<file path="src/rtl/rsas_pkg.sv">
// Shared constants, types and command/status structs for the rotated
// sorted array search unit. No dependencies.
package rsas_pkg;

  localparam int DEPTH      = 1024;
  localparam int VALUE_BITS = 32;
  localparam int ITEM_BITS  = 32;
  localparam int REQ_BITS   = 2;
  localparam int IDX_BITS   = 10;
  localparam int ADDR_BITS  = $clog2(DEPTH);
  localparam int CNT_BITS   = $clog2(DEPTH + 1);
  localparam int PTR_BITS   = CNT_BITS + 1;

  typedef logic [ADDR_BITS-1:0]        addr_t;
  typedef logic [CNT_BITS-1:0]         cnt_t;
  typedef logic signed [PTR_BITS-1:0]  ptr_t;
  typedef logic signed [VALUE_BITS-1:0] val_t;

  typedef enum logic [REQ_BITS-1:0] {
    REQ_CLEAR  = 2'd0,
    REQ_APPEND = 2'd1,
    REQ_SEARCH = 2'd2,
    REQ_NONE   = 2'd3
  } req_t;

  typedef enum logic [1:0] {
    SEL_LO  = 2'd0,
    SEL_MID = 2'd1,
    SEL_HI  = 2'd2
  } sel_t;

  typedef struct packed {
    logic take;      // in ready
    sel_t sel;       // read address select
    logic cap_a;     // capture left element
    logic cap_m;     // capture middle element
    logic step;      // narrow the window
    logic set_hit;   // latch a hit at mid
    logic set_miss;  // latch not found
    logic push;      // move pending result to output
  } rsas_cmd_t;

  typedef struct packed {
    logic in_valid;
    logic req_search;
    logic range_ok;   // lo <= hi
    logic hit;        // middle element equals target
    logic slot_free;  // output register can take a result
  } rsas_sts_t;

endpackage

</file>
<file path="src/rtl/rsas_ctrl.sv">
// Search sequencer: walks lo/mid/hi reads per probe and hands out the result.
// Depends on rsas_pkg.
module rsas_ctrl (
  input  logic                clk,
  input  logic                rst_n,
  input  rsas_pkg::rsas_sts_t sts,
  output rsas_pkg::rsas_cmd_t cmd
);
  import rsas_pkg::*;

  typedef enum logic [5:0] {
    S_IDLE   = 6'b000001,
    S_RD_LO  = 6'b000010,
    S_RD_MID = 6'b000100,
    S_RD_HI  = 6'b001000,
    S_EVAL   = 6'b010000,
    S_FIN    = 6'b100000
  } state_t;

  state_t state_r, state_nxt;

  always_ff @(posedge clk) begin
    if (!rst_n) begin
      state_r <= S_IDLE;
    end else begin
      state_r <= state_nxt;
    end
  end

  always_comb begin
    cmd       = '0;
    cmd.sel   = SEL_LO;
    state_nxt = state_r;
    case (state_r)
      S_IDLE: begin
        cmd.take = 1'b1;
        if (sts.in_valid && sts.req_search) begin
          state_nxt = S_RD_LO;
        end
      end
      S_RD_LO: begin
        if (!sts.range_ok) begin
          cmd.set_miss = 1'b1;
          state_nxt    = S_FIN;
        end else begin
          cmd.sel   = SEL_LO;
          state_nxt = S_RD_MID;
        end
      end
      S_RD_MID: begin
        cmd.sel   = SEL_MID;
        cmd.cap_a = 1'b1;
        state_nxt = S_RD_HI;
      end
      S_RD_HI: begin
        cmd.sel   = SEL_HI;
        cmd.cap_m = 1'b1;
        state_nxt = S_EVAL;
      end
      S_EVAL: begin
        if (sts.hit) begin
          cmd.set_hit = 1'b1;
          state_nxt   = S_FIN;
        end else begin
          cmd.step  = 1'b1;
          state_nxt = S_RD_LO;
        end
      end
      S_FIN: begin
        if (sts.slot_free) begin
          cmd.push  = 1'b1;
          state_nxt = S_IDLE;
        end
      end
      default: begin
        state_nxt = S_IDLE;
      end
    endcase
  end

  // a search request always starts a probe
  a_search_starts: assert property (@(posedge clk) disable iff (!rst_n)
    (state_r == S_IDLE && sts.in_valid && sts.req_search) |=> (state_r == S_RD_LO))
    else $error("search request did not start a probe");

  // a result is only ever pushed once per search, then back to idle
  a_push_to_idle: assert property (@(posedge clk) disable iff (!rst_n)
    cmd.push |=> (state_r == S_IDLE))
    else $error("push did not return to idle");

  a_state_onehot: assert property (@(posedge clk) disable iff (!rst_n)
    $onehot(state_r))
    else $error("sequencer state not one-hot");

endmodule

</file>
<file path="config.mk">
export PLATFORM = sky130hd
export DESIGN_NAME = rsas_ctrl
export DESIGN_NICKNAME = d
export VERILOG_FILES = /design/src/rtl/rsas_pkg.sv /design/src/rtl/rsas_ctrl.sv
export SDC_FILE = /design/constraint.sdc
export NUM_CORES = 1
export LEC_CHECK = 0
export BUFFER_PORTS_ARGS = -buffer_cell sky130_fd_sc_hd__buf_4
export CORE_AREA = 4 4 41 43
export DETAILED_ROUTE_END_ITERATION = 10
export DIE_AREA = 0 0 45 47
export MAX_ROUTING_LAYER = met4
export PLACE_DENSITY_LB_ADDON = 0.1
export RECOVER_POWER = 100
export SKIP_CTS_REPAIR_TIMING = 1
export SYNTH_ARGS = -nofsm -noshare
export SYNTH_HDL_FRONTEND = slang
export SYNTH_SLANG_ARGS = --single-unit
</file>
<file path="constraint.sdc">
create_clock -name clk -period 1.6 [get_ports clk]
set_input_delay 0.08 -clock clk [delete_from_list [all_inputs] [get_ports clk]]
set_output_delay 0.08 -clock clk [all_outputs]
set_load 0.02 [all_outputs]
</file>
==> results of run 1 <==
## synthesized netlist by cell type
master     number
o21ai_0         1
a31oi_1         1
a31o_1          1
nor3_1          1
nor3b_2         1
dfxtp_1         6
o31ai_4         1
buf_6           1
and2_1          1
nand4b_1        2
nand3_1         2
nor4b_1         1
nand2b_1        2
and3_1          1
or4_4           2
xor2_1          2
o211ai_1        1
nor4_1          2
clkbuf_1        1
nor2_1          5
and4b_1         1
inv_1           2
nand2_1         1
a2111oi_0       1
buf_4           2
and2_0          1
nor3b_1         3
## placed cells by master (no fill, tap or decap), types with 2 or more instances in the layout
| master | n |
|---|---|
| buf_4 | 20 |
| buf_6 | 2 |
| clkbuf_4 | 3 |
| dfxtp_1 | 4 |
| inv_1 | 2 |
| nand2b_1 | 2 |
| nand3_1 | 2 |
| nand4b_1 | 2 |
| nor2_1 | 3 |
| nor2_2 | 2 |
| nor3b_1 | 2 |
| or4_4 | 2 |
| xor2_1 | 2 |
## cells by family after synthesis
| family | after synthesis |
|---|---|
| XOR/XNOR | 2 |
| AO/OA/AOI/OAI | 6 |
| buffers and inverters | 6 |
| AND/OR/NAND/NOR | 26 |
| flip-flops | 6 |
## per-layer routing
layer	share of wire, %	GRT usage (%)	wire length, um	up-vias
met2	46	17.5	494	11
met1	48	17.1	522	197
met4	2.1	5.26	23	0
met3	3.7	3.45	40	4
li1	-	-	-	213
met5	0	-	0	-
## worst paths after layout
path,start,to
hold reg to reg,state_r[5]$_SDFFE_PN0P_,state_r[5]$_SDFFE_PN0P_
setup reg to reg,state_r[5]$_SDFFE_PN0P_,state_r[1]$_SDFFE_PN0P_
hold / removal,rst_n,state_r[4]$_SDFFE_PN0P_
setup / recovery,state_r[5]$_SDFFE_PN0P_,cmd[4]
## area by class of cell
type / count / area, sq um
fill: 139 / 682
multi-input combinational: 34 / 273
timing repair buffer: 22 / 173
sequential: 6 / 125
clock buffer: 3 / 22.5
tap: 15 / 18.8
inverter: 2 / 7.51
## per-stage QoR
| step | hold WS [ns] | instance area (sq um) | std cells | setup slack, ns |
|---|---|---|---|---|
| final | 0.0638 | 619 | 82 | -0.0596 |
| after global routing | 0.0832 | 619 | 82 | -0.107 |
| after CTS | 0.0660 | 581 | 80 | -0.0691 |
| after detailed placement | 0.318 | 558 | 77 | 0.101 |
| after global placement | 0.315 | 558 | 77 | 0.159 |
| after floorplan | 0.202 | 419 | 46 | 0.0335 |
## critical path, stage by stage, from the launching register on
cell,delay (ns)
dfxtp_4,0.35
or4_4,0.56
nor3b_4,0.26
buf_6,0.15
## power by group through the flow
stage          clock network, uW  registers (uW)  logic (uW)
2_1_floorplan                  0             185         172
3_3_place_gp                   0             184         261
3_5_place_dp                   0             184         260
4_1_cts                      148             182         261
5_1_grt                      154             183         295
6_report                     146             181         270
==> flow_summary.json, run 1 <==
{
  "fin_skew_ns": 0.00872,
  "grt_pass1_wl_um": 1880,
  "clkSinkCount": 6,
  "worst_pin_slew_ns": 0.378,
  "synth_top_family_by_area": "simple AND/OR/NAND/NOR gates",
  "syn_inst": 46,
  "status": "complete, but fails checks",
  "first_pass_iters": 4,
  "power_density_nw_per_um2": 963,
  "p_sw_uw": 220,
  "setup_ws_ns": -0.0596,
  "fin_crit_sh_pct": 104,
  "drv_cap": 0,
  "syn_to_final_growth_pct": 51.8,
  "grt_pass1_vias": 406,
  "synthMuxAreaShare_pct": 0,
  "numPortBuffers": 15,
  "wl_per_cell_um": 13.2,
  "synth-xor-area-share_pct": 4.29,
  "yosys.cell_types.count": 27,
  "nNetsFinal": 76,
  "synthAdderAreaFrac_pct": 0,
  "h-tree-depth": 1,
  "r2r_cells": 4,
  "synth_top_area_share_pct": 29.4,
  "start_util_pct": 31.3,
  "finalSetupTns_ns": -0.149,
  "critPathKind": "reg -> out",
  "synth_area_sq_um": 408,
  "ir_drop_mv": 0.393,
  "die_width_um": 45,
  "rows": 13,
  "yosysTopAreaCell": "dfxtp_1",
  "synthSimpleGateAreaFrac_pct": 42.9,
  "grt_max_degree": 8,
  "reg2reg_slack_ns": 0.04,
  "p_comb_share_pct": 45.2,
  "crit_fanout": 5,
  "ys_top_cells_by_area": "dfxtp_1 (29%), nor3b_1 (5.5%), or4_4 (5.5%)",
  "crit_arrival_ns": 1.58,
  "boundaryPins": 16,
  "cts-root-buf": "clkbuf_4",
  "p_int_uw": 376,
  "required_ns": 1.52,
  "pwr-share-clk_pct": 24.5,
  "hold_violations": 0,
  "rsz0062_at_grt": "yes",
  "power_leakage_uw": 0.000280,
  "synth_compound_area_share_pct": 14.1,
  "cts.path.max_buffers": 2,
  "p_sw_share_pct": 36.9,
  "gp_congestion": 0.750,
  "viasPerCell": 5.18,
  "core_sq_um": 1300,
  "total_power_uw": 597,
  "diodes": 0,
  "drt-initial-drc-count": 3,
  "relSlewSlack_pct": 74.1,
  "grt-ovfl-total": 0,
  "antenna_found_initial": 0,
  "clkTransAtPathRegs_ns": 0.05,
  "avgSynthCellArea_sq_um": 8.87,
  "dieArea_sq_um": 2120,
  "post-route-min-period_ns": 1.66,
  "drt.antenna.violating_nets": 0,
  "yosysWarnings": 0,
  "largest-register": "state_r",
  "die_y_um": 47,
  "finish.utilization_pct": 47.6,
  "min_delay_path_depth": 2,
  "worstSetupStartpointType": "flop",
  "power_frac_seq_pct": 30.3,
  "max_freq_ghz": 0.603,
  "insertion_delay_ns": 0.25,
  "cts_buffers": 3,
  "synth_seq_area_share_pct": 29.4,
  "setup-violations-final": 5,
  "vias": 425,
  "crit_path_end_kind": "output pin",
  "cts_tree": "done",
  "dp_hpwl_um": 808,
  "grt_use_total_pct": 12.7,
  "synth_fp_nets": 53,
  "route.detailed.drc": 0,
  "drt-total-wl_um": 1080,
  "failed_checks": "setup timing",
  "drive_above_1_share_pct": 52.2,
  "reg_top3": "state_r x6",
  "hold_class": "in -> reg",
  "largest_reg_flops": 6,
  "ys_ff_latch": 6,
  "slew_viol_final": 0
}
Power figures use the tool's default switching activity.
==> run 2: changes to the inputs <==
==> constraint.sdc (replaced) <==
create_clock -name clk -period 1.6 [get_ports clk]
set_input_delay 0.16 -clock clk [delete_from_list [all_inputs] [get_ports clk]]
set_output_delay 0.16 -clock clk [all_outputs]
set_load 0.02 [all_outputs]
==> run 2 against run 1 <==
  * Utilization increased by 0.29 points
  * Highest routed layer unchanged
  * Hold slack better by 0.10 ns
  * Non-clock buffer count is 1 lower
  * The run still ends with setup timing left
  * Wire length increased by 5.7%
  * Largest power group unchanged
  * Global-route usage shrank 0.27 points
  * Combinational power up 4%
  * Critical path depth unchanged
  * First-iteration DRC count grew 67%
  * Power up 1.1%
  * Flip-flop and latch count is the same
==> flow_summary.json, run 2 (same netlist as run 1, synthesis figures left out) <==
{
  "fin_skew_ns": 0.00275,
  "path_buf_inv": 1,
  "hold_violations": 0,
  "diodes": 0,
  "gp_congestion": 0.820,
  "first_pass_iters": 3,
  "antenna_found_initial": 0,
  "grt_max_degree": 8,
  "failed_checks": "setup timing",
  "h-tree-depth": 1,
  "drt-total-wl_um": 1140,
  "setup-violations-final": 4,
  "largest-register": "state_r",
  "largest_reg_flops": 6,
  "rsz0062_at_grt": "yes",
  "grt_pass1_wl_um": 1810,
  "fillers": 140,
  "total_power_uw": 603,
  "cts.path.max_buffers": 2,
  "die_width_um": 45,
  "syn_to_final_growth_pct": 52.8,
  "nNetsFinal": 75,
  "route.detailed.drc": 0,
  "clkTransAtPathRegs_ns": 0.05,
  "dieArea_sq_um": 2120,
  "mostFrequentLayoutCells": "buf_4 (21), dfxtp_1 (5), nor2_1 (4)",
  "insertion_delay_ns": 0.24,
  "cp-startpoint": "state_r[4]$_SDFFE_PN0P_",
  "worst_pin_slew_ns": 0.341,
  "slowest_stage": "or4_4",
  "cts_buffers": 3,
  "slowest_delay_ns": 0.58,
  "max_freq_ghz": 0.597,
  "ir_drop_mv": 0.407,
  "final_common_cell": "buf_4",
  "core_sq_um": 1300,
  "clkSinkCount": 6,
  "crit_path_end_kind": "output pin",
  "drt.antenna.violating_nets": 0,
  "drive_above_1_share_pct": 51.5,
  "hold_ws_ns": 0.166,
  "timing.rr.start": "state_r[2]$_SDFFE_PN0P_",
  "reg2reg_to": "state_r[1]$_SDFFE_PN0P_",
  "fin_crit_sh_pct": 105,
  "vias": 427,
  "power_leakage_uw": 0.000277,
  "finalSetupTns_ns": -0.244,
  "relSlewSlack_pct": 76.7,
  "r2r_cells": 3,
  "grt_use_total_pct": 12.4,
  "rows": 13,
  "viasPerCell": 5.27,
  "crit_fanout": 4,
  "numPortBuffers": 15,
  "critPathKind": "reg -> out",
  "boundaryPins": 16,
  "post-route-min-period_ns": 1.68,
  "min_delay_path_depth": 2,
  "wl_per_cell_um": 14.1,
  "dpl_cell_area_sq_um": 571,
  "die_y_um": 47,
  "hold_class": "in -> reg",
  "setup_ws_ns": -0.0750,
  "grt_pass1_vias": 410,
  "reg_top3": "state_r x6",
  "start_util_pct": 31.3,
  "power_density_nw_per_um2": 968,
  "drt-initial-drc-count": 5,
  "dp_hpwl_um": 847,
  "grt-ovfl-total": 0,
  "hp-start": "rst_n",
  "hold_path_end": "state_r[4]$_SDFFE_PN0P_",
  "cts_tree": "done",
  "crit_chain": "or4_4, nor3b_4, buf_4",
  "required_ns": 1.44,
  "crit_family": "simple AND/OR/NAND/NOR gates",
  "worstSetupStartpointType": "flop",
  "cts-root-buf": "clkbuf_4",
  "crit_arrival_ns": 1.52,
  "finish.utilization_pct": 47.9,
  "final_area_sq_um": 623,
  "status": "complete, but fails checks",
  "drv_cap": 0,
  "slew_viol_final": 0,
  "reg2reg_slack_ns": 0.12
}
## run 2: worst max-delay path by stage
stage / endpoint / slack (ns) / depth (start not counted)
2_1_floorplan: cmd[7] / -0.02 / 3
3_3_place_gp: cmd[7] / 0.14 / 3
3_5_place_dp: state_r[1]$_SDFFE_PN0P_ / 0.12 / 3
4_1_cts: cmd[4] / -0.11 / 3
5_1_grt: cmd[4] / -0.13 / 3
6_report: cmd[4] / -0.08 / 3
## run 2: per-stage QoR
step,std cells,setup slack (ns)
after floorplan,46,-0.0239
after detailed placement,78,0.121
after CTS,81,-0.112
after global routing,81,-0.135
final,81,-0.0750
after global placement,78,0.140
## run 2: power by group
group	internal, uW	switching, uW
Sequential	167	19.9
Combinational	137	144
Clock	84.5	49.6
Total	389	214
## run 2: final cells by class
| cell class | instances | area (sq um) | share of cell area (%) |
|---|---|---|---|
| inverter | 2 | 7.51 | 1.20 |
| multi-input combinational | 34 | 295 | 47.4 |
| sequential | 6 | 121 | 19.5 |
| tap | 15 | 18.8 | 3.01 |
| timing repair buffer | 21 | 158 | 25.3 |
| clock buffer | 3 | 22.5 | 3.61 |
## run 2: layer usage
metal / track usage [%] / part of all wire [%]
met5: - / 0
met2: 19.8 / 53
met1: 14.5 / 42
met4: 3.51 / 0.35
met3: 4.60 / 4.6
